`src/rtl/tce_regfile.sv`:
```
// register file: one write port, two registered read ports, zero after reset
// per-entry valid bits; a read in the cycle of a write to the same entry is forwarded
module tce_regfile #(
  parameter int NUM_REGS   = 16,
  parameter int WORD_WIDTH = 32,
  parameter int RW         = 4
) (
  input  logic                  clk_i,
  input  logic                  rst_ni,
  input  logic                  re_i,
  input  logic [RW-1:0]         ra_a_i,
  input  logic [RW-1:0]         ra_b_i,
  input  logic                  we_i,
  input  logic [RW-1:0]         wa_i,
  input  logic [WORD_WIDTH-1:0] wd_i,
  output logic [WORD_WIDTH-1:0] rd_a_o,
  output logic [WORD_WIDTH-1:0] rd_b_o
);

  logic [WORD_WIDTH-1:0] mem [NUM_REGS];
  logic [NUM_REGS-1:0]   vld_q;
  logic [WORD_WIDTH-1:0] ram_a_q, ram_b_q, fwd_q;
  logic                  vld_a_q, vld_b_q, fwd_a_q, fwd_b_q;

  always_ff @(posedge clk_i) begin
    if (we_i) begin
      mem[wa_i] <= wd_i;
    end
    if (re_i) begin
      ram_a_q <= mem[ra_a_i];
      ram_b_q <= mem[ra_b_i];
      fwd_q   <= wd_i;
    end
  end

  always_ff @(posedge clk_i or negedge rst_ni) begin
    if (!rst_ni) begin
      vld_q   <= '0;
      vld_a_q <= 1'b0;
      vld_b_q <= 1'b0;
      fwd_a_q <= 1'b0;
      fwd_b_q <= 1'b0;
    end else begin
      if (we_i) begin
        vld_q[wa_i] <= 1'b1;
      end
      if (re_i) begin
        vld_a_q <= vld_q[ra_a_i];
        vld_b_q <= vld_q[ra_b_i];
        fwd_a_q <= we_i && (wa_i == ra_a_i);
        fwd_b_q <= we_i && (wa_i == ra_b_i);
      end
    end
  end

  assign rd_a_o = fwd_a_q ? fwd_q : (vld_a_q ? ram_a_q : '0);
  assign rd_b_o = fwd_b_q ? fwd_q : (vld_b_q ? ram_b_q : '0);

endmodule

```
`config.mk`:
```
export PLATFORM = sky130hd
export DESIGN_NAME = tce_regfile
export DESIGN_NICKNAME = d
export VERILOG_FILES = /design/src/rtl/tce_regfile.sv
export SDC_FILE = /design/constraint.sdc
export NUM_CORES = 1
export LEC_CHECK = 0
export BUFFER_PORTS_ARGS = -buffer_cell sky130_fd_sc_hd__buf_2
export CELL_PAD_IN_SITES_DETAIL_PLACEMENT = 1
export CELL_PAD_IN_SITES_GLOBAL_PLACEMENT = 1
export CORE_ASPECT_RATIO = 0.75
export CORE_MARGIN = 10
export CORE_UTILIZATION = 50
export CTS_CLUSTER_SIZE = 16
export DETAILED_ROUTE_END_ITERATION = 10
export GPL_TIMING_DRIVEN = 0
export PLACE_DENSITY = 0.85
export SYNTH_ARGS = -nofsm -noshare
export SYNTH_HDL_FRONTEND = slang
export SYNTH_SLANG_ARGS = --single-unit
```
`constraint.sdc`:
```
create_clock -name clk_i -period 1.7 [get_ports clk_i]
set_input_delay 0.51 -clock clk_i [delete_from_list [all_inputs] [get_ports clk_i]]
set_output_delay 0.51 -clock clk_i [all_outputs]
set_load 0.01 [all_outputs]
```
* Word level (Yosys, flattened, before mapping)
Memory sizes are Yosys's and may differ from the RTL's. A register that Yosys moved wholly into a read port is not among the register bits.
Index checks and enable logic that the tools add are counted.
W data, S select, Z words.
** Storage, ports and cells
- Memories kept :: 1
- RAM bits :: 512
- Word-level logic and storage cells :: 29
- Output and inout port bits :: 64
- Input port bits :: 48
- Register bits :: 52
** Memories
- mem :: words 16, bits a word 32, rd ports 2, clocked after memory_dff 2, wr ports 1, RTL line 20 : logic [WORD_WIDTH-1:0] mem [NUM_REGS];
** Cells by class
- Equality and inequality tests :: 2
- $lt $le $gt $ge :: 4
- Muxes and demuxes :: 12
- Reduce and logical (&&, ||, !) cells :: 3
- Bitwise logic cells :: 1
** Operator list (count)
- $mux W32 :: 4
- $or A16 B16 Y16 :: 1
- $lt A4 B5 Y1 const B :: 3
- $bmux W1 S4 :: 2
- $eq A4 B4 Y1 :: 2
- $mux W1 :: 5
- $demux W1 S4 :: 1
- $ge A4 B1 Y1 const B :: 1
- $logic_and A1 B1 Y1 :: 3

* Longest topological paths before layout
- Word-level depth :: 5
- Depth in mapped cells :: 6
- Mapped depth without buffers :: 4

* Worst setup path before layout
Ideal clock, no wire load.
- Kind :: input to register
- Start :: in wa_i[3]
- End :: mem mem[0][0] (enable)
- Data required time :: 1.238 ns
- Setup slack :: -2.020 ns
- Path buffers :: 0
- Stages :: 2
- Setup time :: 0.462 ns
- Arrival :: 3.258 ns
- Cells stage by stage :: or3b_2 > nor3_1
** RTL lines
- from (decl) :: RTL line 14 : input logic [RW-1:0] wa_i,
- to (decl) :: RTL line 20
Straight into the memory's write port.

* Final worst setup path
- Start :: reg vld_a_q
- End :: out rd_a_o[8]
** Between the ends
- Word-level cells in the longest chain between the ends :: 2
** Ends and longest elaborated chain
- from (decl) :: RTL line 23 : logic vld_a_q, vld_b_q, fwd_a_q, fwd_b_q;
- from (signal assigned) :: RTL line 48 : vld_a_q <= vld_q[ra_a_i];
- $mux W32 (2 in series) :: RTL line 56 : assign rd_a_o = fwd_a_q ? fwd_q : (vld_a_q ? ram_a_q : '0);
- to (decl) :: RTL line 16 : output logic [WORD_WIDTH-1:0] rd_a_o,
Every way passes these cells.

==> impl_metrics.toml <==
[worst_setup_path]
worstPathRequired_ns = 1.19
worst_ep_arrival_time_ns = 2.07
rrSetupSlack_ns = -0.19
cp-endpoint = "rd_a_o[8]"
setup.worst_path.end_class = "primary output"
critPathMaxFanout = 5
cp-start-kind = "flip-flop"
r2r-start = "mem[4][12]"
r2r-end = "ram_b_q[12]"
cp_slowest_cell = "dfrtp_1"
rr_worst_depth = 2
worst-setup-path-type = "reg -> out"
path_cells = "nor2b_4 -> buf_12 -> buf_12 -> clkbuf_16 -> a22o_4 -> buf_6"
slowest_delay_ns = 0.43
path_common_cell = "buf_12"
setup.worst_path.start = "vld_a_q"

[global_routing]
grt_max_degree = 53
grt_antenna_before_repair = 1
grt_overflow = 0
grt_pass1_vias = 17300
track_usage_pct = 29.4
grt_pass1_wl_um = 136000

[clocking]
cts_root_buf = "clkbuf_16"
cts-htree-levels = 2
clkLatencyLatePin_ns = 0.67
clk_pin_slew_worst_paths_ns = 0.08
cts_tree = "built"
cts.sinks = 628
cts_buffer_depth = 3
cts_buffers = 60

[yosys]
yosysTopAreaCell = "edfxtp_1"
synth_seq_cells = 628
synth_cell_types = 27
synth_warnings = 0
yosysSeqAreaShare_pct = 67.8
async_reset_ff_share_pct = 3.18
synthTopCellsByCount = "608 x edfxtp_1, 323 x mux4_2, 62 x a22o_1"
dominantRegCellSynth = "edfxtp_1"
yosysMostFrequentCell = "edfxtp_1"
yosysTopAreaCellShare_pct = 65.9
mappedNetlistArea_um2 = 27700
ys_top_cells_by_area = "edfxtp_1 66%, mux4_2 26%, a22o_1 2.0%"
synthCells = 1180
syn_avg_cell_area_um2 = 23.5
syn_nets = 1228
synth_edf_count = 608

[detailed_routing]
wire_per_inst_um = 45.2
drt_wl_total_um = 99900
route.detailed.drc = 0
drt_iter0_markers = 2974
first_pass_iters = 6
via_count = 16500
ant_nets = 0
via_per_inst = 7.49

[layout]
n_fill_cell = 4392
drive_above_1_share_pct = 50.6
fin_area_um2 = 33600
nets = 1483
area_growth_pct = 21.3

[sta]
max_freq_mhz = 388
finalSetupTns_ns = -51.86
skew_ns = 0.0332
holdWs_ns = 0.234
maxSlewHeadroom_pct = 33.6
worst_pin_slew_ns = 0.993
rsz0062_at_grt = "true"
min_period_over_period_pct = 152
setup_slack_ns = -0.880
drv_slew = 0
period_needed_ns = 2.58
finalHoldViolCount = 0
finalSetupViolCount = 111

[outcome]
violations = "negative setup slack"
status = "finished with violations"

[die]
core_area_um2 = 54600
fp.dieArea_um2 = 65300
ios = 112
die_w_um = 292
initial_core_util_pct = 50.7
die-height_um = 224
fp-row-count = 74

[flow_run]
drv_cap = 0

[placement]
place_ws_ns = -1.27
port_buffers = 101
hpwl_um = 53100
gp_congestion = 0.793
post_dp_cell_area_um2 = 29900

[power_and_ir_drop]
p_leak_nw = 11.2
peakVddDrop_mv = 0.951
powerDensity_nw_per_um2 = 1110

[worst_hold_path]
hp-class = "in -> reg"
-- critical path, delay by kind of cell, from the launching register on --
family	cells	cell delay [ns]
AO/OA/AOI/OAI	1	0.24
buffers and inverters	4	0.55
flip-flops	1	0.43
AND/OR/NAND/NOR	1	0.16
-- flip-flops by register name, indices dropped and copies added, names as in the netlist --
signal and count:
fwd_a_q 1, fwd_b_q 1, fwd_q 32, mem 512, ram_a_q 32, ram_b_q 32
vld_a_q 1, vld_b_q 1, vld_q 16
-- layout by cell type (no fill, tap or decap), types with 7 or more instances in the layout --
| master | n |
|---|---|
| nor2_4 | 19 |
| clkinv_1 | 15 |
| clkbuf_1 | 8 |
| buf_8 | 16 |
| buf_2 | 99 |
| buf_6 | 24 |
| buf_16 | 23 |
| edfxtp_1 | 608 |
| clkbuf_16 | 75 |
| buf_4 | 39 |
| dfrtp_1 | 18 |
| clkbuf_8 | 8 |
| buf_12 | 37 |
| or2_2 | 16 |
| clkbuf_4 | 8 |
| mux4_2 | 328 |
| clkinv_2 | 17 |
| clkbuf_2 | 7 |
| a22o_1 | 56 |
| bufinv_16 | 7 |
-- area by class of cell --
type | instances | area [um2] | share of cell area [%]
antenna | 1 | 2.50 | 0.00745
buffer | 89 | 1230 | 3.68
clock buffer | 67 | 1550 | 4.61
clock inverter | 46 | 409 | 1.22
inverter | 2 | 7.51 | 0.0224
multi-input combinational | 465 | 8690 | 25.9
sequential | 628 | 18800 | 55.9
tap | 722 | 903 | 2.69
timing repair buffer | 189 | 2010 | 5.99
-- stage by stage --
step / std cells / power, mW / utilization (%)
after floorplan: 1180 / 20.5 / -
after global placement: 2003 / 22.0 / 54.0
after detailed placement: 2022 / 22.3 / 54.8
after CTS: 2189 / 36.4 / 60.7
after global routing: 2208 / 38.1 / 61.4
final: 2209 / 37.3 / 61.5
-- kinds of logic (layout without fill, tap and decap cells) --
group                     Yosys count  count (layout)  share of synthesized area [%]
DFF                               628             628                           67.8
and+or+nand+nor                    48              55                          0.908
xor gates and xnor gates            8               8                          0.253
other                               0               1                              0
AOI/OAI and AO/OA                  66              66                           2.06
buffers and inverters              94             393                           1.98
muxes                             336             336                           27.0
-- what timing repair did --
action / CTS / global route
buffers inserted: 38 / 17
cloned: 17 / 6
setup endpoints to repair: 465 / 171
pin swaps: 33 / 22
hold buffers: 1 / 0
endpoints found under the hold margin: 20 / 0
gates resized for setup: 144 / 35
-- layer usage --
layer | wire length, um | vias up | global-route usage [%] | share of wire (%)
met2 | 47800 | 1678 | 46.8 | 48
li1 | - | 5809 | - | -
met3 | 13000 | 363 | 7.99 | 13
met4 | 5850 | 2 | 14.0 | 5.9
met5 | 13 | - | 0 | 0.013
met1 | 33200 | 8689 | 37.6 | 33
-- worst min path at each step --
stage                 end  startpoint  slack (ns)  cells after the start
6_report          fwd_a_q        we_i        0.23                      3
4_1_cts           fwd_a_q        we_i        0.23                      3
2_1_floorplan     fwd_a_q      rst_ni        0.21                      0
5_1_grt        mem[1][14]    wd_i[14]        0.25                      1
3_5_place_dp    vld_q[14]   vld_q[14]        0.48                      1
3_3_place_gp    vld_q[12]   vld_q[12]        0.46                      1
-- power breakdown --
group	leakage, nW	internal, mW	switching (mW)
sequential	5.77	17.6	0.380
clock	0.965	7.62	6.35
combinational	4.43	2.58	2.76
(Power assumes the default switching activity.)
