--- config.mk ---
export PLATFORM = sky130hd
export DESIGN_NAME = tce_cfg
export DESIGN_NICKNAME = d
export VERILOG_FILES = /design/src/rtl/tce_pkg.sv /design/src/rtl/tce_cfg.sv
export SDC_FILE = /design/constraint.sdc
export NUM_CORES = 1
export LEC_CHECK = 0
export BUFFER_PORTS_ARGS = -buffer_cell sky130_fd_sc_hd__buf_2
export CAP_MARGIN = 0
export CORE_UTILIZATION = 30
export DETAILED_ROUTE_END_ITERATION = 12
export SLEW_MARGIN = 20
export SYNTH_ARGS = -nofsm -noshare
export SYNTH_HDL_FRONTEND = slang
export SYNTH_SLANG_ARGS = --single-unit
--- constraint.sdc ---
create_clock -name clk_i -period 1.3 [get_ports clk_i]
set_input_delay 0.195 -clock clk_i [delete_from_list [all_inputs] [get_ports clk_i]]
set_output_delay 0.195 -clock clk_i [all_outputs]
set_load 0.1 [all_outputs]
--- src/rtl/tce_pkg.sv ---
// shared types and codes of the toy cpu execute unit
// no dependencies; used by tce_cfg, the execute unit and its testbench
package tce_pkg;

  typedef enum logic [3:0] {
    OP_ILLOP  = 4'd0,
    OP_NOP    = 4'd1,
    OP_LOAD   = 4'd2,
    OP_STORE  = 4'd3,
    OP_ADD    = 4'd4,
    OP_SUB    = 4'd5,
    OP_BRANCH = 4'd6,
    OP_CALL   = 4'd7,
    OP_RET    = 4'd8,
    OP_PUSH   = 4'd9,
    OP_POP    = 4'd10,
    OP_HALT   = 4'd11
  } op_e;

  typedef enum logic [3:0] {
    ST_OK       = 4'd0,
    ST_HALTED   = 4'd1,
    ST_ILLEGAL  = 4'd2,
    ST_UNKNOWN  = 4'd3,
    ST_BAD_COND = 4'd4,
    ST_IMM      = 4'd5,
    ST_DATA_SEG = 4'd6,
    ST_TEXT_SEG = 4'd7,
    ST_STACK    = 4'd8
  } status_e;

  typedef enum logic [1:0] {
    CC_ZERO = 2'd0,
    CC_POS  = 2'd1,
    CC_NEG  = 2'd2
  } cc_e;

  typedef enum logic [3:0] {
    COND_NC = 4'd0,
    COND_EQ = 4'd1,
    COND_NE = 4'd2,
    COND_GT = 4'd3,
    COND_GE = 4'd4,
    COND_LT = 4'd5,
    COND_LE = 4'd6
  } cond_e;

  localparam logic [3:0] CondMax = 4'd6;

  typedef enum logic [1:0] {
    S_IDLE = 2'd0,
    S_MEM  = 2'd1,
    S_WB   = 2'd2
  } state_e;

  localparam logic [0:0] RegDataSize = 1'b0;
  localparam logic [0:0] RegTextSize = 1'b1;
  localparam logic [10:0] DataSizeRst = 11'd1024;
  localparam logic [12:0] TextSizeRst = 13'd4096;

  typedef struct packed {
    logic [3:0]         opcode;
    logic               immediate_mode;
    logic               indexed_mode;
    logic [3:0]         reg_or_cond;
    logic signed [19:0] imm_value;
    logic [19:0]        abs_address;
    logic [3:0]         index_reg;
    logic signed [15:0] index_offset;
  } tce_in_t;

  typedef struct packed {
    logic [3:0]  status;
    logic [11:0] next_pc;
    logic [1:0]  cond_code;
  } tce_out_t;

  typedef struct packed {
    logic [10:0] data_size;
    logic [12:0] text_size;
  } tce_cfg_t;

endpackage

--- src/rtl/tce_cfg.sv ---
// apb configuration registers: data_size and text_size
// depends on tce_pkg
module tce_cfg (
  input  logic              clk_i,
  input  logic              rst_ni,
  input  logic              psel,
  input  logic              penable,
  input  logic              pwrite,
  input  logic [2:0]        paddr,
  input  logic [31:0]       pwdata,
  output logic [31:0]       prdata,
  output logic              pready,
  output tce_pkg::tce_cfg_t cfg_o
);

  logic [10:0] data_size_q, data_size_d;
  logic [12:0] text_size_q, text_size_d;
  logic        wr;

  assign pready = 1'b1;
  assign wr     = psel & penable & pwrite;

  always_comb begin
    data_size_d = data_size_q;
    text_size_d = text_size_q;
    if (wr) begin
      if (paddr[2] == tce_pkg::RegDataSize) begin
        data_size_d = pwdata[10:0];
      end else begin
        text_size_d = pwdata[12:0];
      end
    end
  end

  always_ff @(posedge clk_i or negedge rst_ni) begin
    if (!rst_ni) begin
      data_size_q <= tce_pkg::DataSizeRst;
      text_size_q <= tce_pkg::TextSizeRst;
    end else begin
      data_size_q <= data_size_d;
      text_size_q <= text_size_d;
    end
  end

  always_comb begin
    if (paddr[2] == tce_pkg::RegDataSize) begin
      prdata = {21'd0, data_size_q};
    end else begin
      prdata = {19'd0, text_size_q};
    end
  end

  assign cfg_o.data_size = data_size_q;
  assign cfg_o.text_size = text_size_q;

endmodule

### After elaboration in Yosys (flattened, before gate mapping)

Index checks and enable logic that the tools add are counted.
W data, S select, Z words.

| storage, ports and cells | value |
|---|---|
| memories | 0 |
| register bits | 24 |
| output and inout bits | 57 |
| bits in latches | 0 |
| memory bits (read-only) | 0 |
| bits in writable memories | 0 |

| operators by class | value |
|---|---|
| multipliers | 0 |
| order comparisons | 0 |
| equality and inequality tests | 0 |
| shift operators | 0 |
| mux-type cells | 1 |
| add/subtract/negate cells | 0 |
| divide/modulo/power cells | 0 |
| bitwise operators | 3 |
| reduce and logical (&&, ||, !) cells | 2 |

Operator list:

| kind | number |
|---|---|
| $mux W13 | 1 |
| $reduce_and A2 Y1 | 2 |
| $and A1 B1 Y1 | 2 |
| $not A1 Y1 | 1 |

### Longest topological paths before layout

| depth | value |
|---|---|
| word-level depth | 3 |
| gate-level depth with buffers | 3 |
| gate-level depth less buffers | 2 |

### Worst setup path before layout

No wires, ideal clock.

| path | value |
|---|---|
| path type | register to output |
| from | register text_size_q[11] |
| to | output prdata[11] |
| path slack | -672 ps |
| buffers on the path | 0 |
| data required time | 1,105 ps |
| stages on the path, launching flop included | 2 |
| arrival time | 1,777 ps |
| cell sequence | dfrtp_1 and2_1 |

| between the ends | value |
|---|---|
| cells in the longest elaborated chain, start to end | 1 |

RTL lines:

| what | RTL line | source |
|---|---|---|
| start: declaration | tce_cfg.sv:17 | `logic [12:0] text_size_q, text_size_d;` |
| start signal: assignment | tce_cfg.sv:38 | `text_size_q <= tce_pkg::TextSizeRst;` |
| start signal: assignment | tce_cfg.sv:41 | `text_size_q <= text_size_d;` |
| $mux W13 | tce_cfg.sv:46 | `if (paddr[2] == tce_pkg::RegDataSize) begin` |
| end: declaration | tce_cfg.sv:11 | `output logic [31:0] prdata,` |

Every way passes these cells.

### Worst setup path after layout

| path | value |
|---|---|
| from | register data_size_q[2] |
| to | output prdata[2] |

| between the ends | value |
|---|---|
| cells in the longest elaborated chain, start to end | 1 |

RTL lines:

| what | RTL line | source |
|---|---|---|
| start: declaration | tce_cfg.sv:16 | `logic [10:0] data_size_q, data_size_d;` |
| start signal: assignment | tce_cfg.sv:37 | `data_size_q <= tce_pkg::DataSizeRst;` |
| start signal: assignment | tce_cfg.sv:40 | `data_size_q <= data_size_d;` |
| $mux W13 | tce_cfg.sv:46 |  |

Every way passes these cells.

==> reports/summary.txt <==
# rows: 23
total power: 0.00581 W
Max FO, Critical Path: 2
die area: 4560 um2
DR vias: 933
Sw Pwr: 0.00300 W
Hold Fails Final Rpt: 0
Hold Path Stages: 2
Worst-path clk slew: 90 ps
final wirelength: 3.33 mm
asr flop ratio synth: 100%
leading area contributor after synthesis: dfrtp_1
Tightest Hold Check Type: in2reg
Placed Cells: 194
Via density: 4.22
status: finished, violations left
CP Launch Type: register
Min-Delay Startpoint: pwdata[11]
failing checks: setup timing
post-route setup slack: -121 ps
max-cap check violation count: 0
area taken by multi-input logic gates: 624 um2
IO buf count: 55
Synth Warn #: 0
Seq. cell area: 688 um2
deepest clock path buffer count: 2
Final #Nets: 212
Min-Delay Endpoint: text_size_q[11]
drt first pass iters: 4
Final Critical Period: 1420 ps
crit path launch: data_size_q[2]
commonest cells in the synthesized netlist: dfrtp_1 (22), buf_4 (21), mux2_4 (20), mux2_2 (15)
initial antenna violation count: 0
cts bufs inserted: 3
Register-to-Register Path Depth: 2
DRT iter0 DRCs: 12
CP Class: reg2out
Placer Congestion: 0.639
GR Overflow Total: 0
Logic pwr share: 71.8%
FILL cells: 291
hold slack: 163 ps
area of the mapped netlist: 1290 um2
Pint: 0.00281 W
leakage: 1.22 nW
Residual DRC: 0
Post-synth EDFFs: 0
fin crit share: 109%
total core area: 4060 um2
Final setup viols: 14
register area share after synthesis: 46.8%
total global-route track usage: 15.8%
io pins: 97
Yosys cell types: 11
register share of total power: 19.4%
first-pass GRT wire length: 5.30 mm
Synth Register Bits: 24
Pins Over Slew Limit: 0
Worst R2R End: data_size_q[2]
share of the synthesized area in the top cell type: 42.8%
top cells by area, synth: dfrtp_1 (43%), mux2_4 (23%), mux2_2 (13%)
Non-Filler Instances: 221
antenna viol nets, final: 0
dominant synthesized flop cell: dfrtp_1
vias in the first global route: 1030
Clk pwr share: 8.8%
TritonCTS clock tree: done
area delta synth->final: 93.3%
largest net degree at the start of global routing: 25
FF-to-FF Start: data_size_q[2]
die height: 67.5 um
RSZ-0062 raised after global routing: yes
clk sinks: 24
R2R setup slack: 300 ps
Syn Area/Cell: 14.6 um2
Arrival @ worst endpoint: 1230 ps
Gate Count Post-Synth: 88
fin util: 61.3%
Clk Tree Root Cell: clkbuf_8
Sw Share: 51.7%
Peak supply drop: 1.38 mV
WP data required: 1110 ps
starting density of the core: 31.7%
pre-CTS WS: 28.3 ps
drt wl/cell: 15.0 um
H-tree depth: 1
most common cell in the synthesized netlist: dfrtp_1
die width: 67.5 um
share of cells above drive strength 1: 87.1%
Worst slew margin: 63.2%
DP Wirelength: 2.27 mm
insertion delay to the later sink of the worst-skew pair: 260 ps
Slew @ Worst Pin: 552 ps
fmax: 704 MHz
clk_skew: 0 ps
# diodes: 0
P per Cell Area: 2340 nW/um2
Crit. End Element: primary output
-- repair_timing --
| action | in CTS | in global routing |
|---|---|---|
| hold buffers | 1 | 0 |
| hold endpoints to repair | 22 | 0 |
| setup buffers | 22 | 0 |
| gates resized for setup | 2 | 2 |
| pin swaps | 1 | 0 |
| endpoints found under the setup margin | 12 | 16 |
| cloned | 0 | 0 |
-- area by class of cell --
class / instances / area share, %
clock buffers: 4 / 2.21
multi-input cells: 59 / 25.1
flip-flops and latches: 24 / 27.7
well taps: 50 / 2.51
repair buffers: 84 / 42.5
-- cell families (layout without fill, tap and decap cells) --
logic type	count (synthesis)	after routing	synth area share [%]
other	2	20	0.583
buffers and inverters	23	88	13.5
AND/OR/NAND/NOR	4	4	2.62
flip-flops	24	24	46.8
multiplexers	35	35	36.4
-- power groups by stage --
stage / combinational [W] / sequential (W) / clock, W
after floorplan: 0.00140 / 0.00240 / 0
after global placement: 0.00377 / 0.00125 / 0
after detailed placement: 0.00380 / 0.00127 / 0
after CTS: 0.00418 / 0.00112 / 0.000525
after global routing: 0.00428 / 0.00115 / 0.000558
final: 0.00417 / 0.00113 / 0.000512
-- layer usage --
layer | share of wire, % | track usage [%] | routed length, um | vias to the layer above
met5 | 0 | 0 | 0 | -
met4 | 0 | 1.60 | 0 | 0
met3 | 7.1 | 4.73 | 236 | 0
met2 | 53 | 27.5 | 1770 | 46
met1 | 40 | 19.7 | 1330 | 463
li1 | - | - | - | 424
-- worst max path at each step --
stage / cells past startpoint / endpoint / slack (ps)
floorplan: 1 / prdata[10] / -70
global placement: 4 / data_size_q[4] / 40
detailed placement: 4 / data_size_q[4] / 30
CTS: 2 / prdata[2] / -120
global route: 2 / prdata[2] / -150
finish: 2 / prdata[2] / -120
-- flip-flops by register name, summed over array words and instances (netlist names) --
signal	cells
text_size_q	13
data_size_q	11
-- stage by stage --
stage | setup TNS (ps) | cell area [um2]
global route | -1730 | 2490
global placement | 0 | 2250
detailed placement | 0 | 2250
floorplan | -117 | 1490
CTS | -1340 | 2480
finish | -1290 | 2490
-- cell usage in the layout, fill, tap and decap left out, drive strengths merged --
cell type    synthesis  layout
dlygate4sd3          0       1
nand4                1       1
dfstp                2       2
dfrtp               22      22
nand4b               1       1
mux2                35      35
and2                 2       2
conb                 2      20
clkbuf               0       6
buf                 23      81
-- worst max-delay path: stages (launching register included) --
cell     delay, ps
dfrtp_4        500
mux2_4         300
buf_12         170
(Power assumes the default switching activity.)
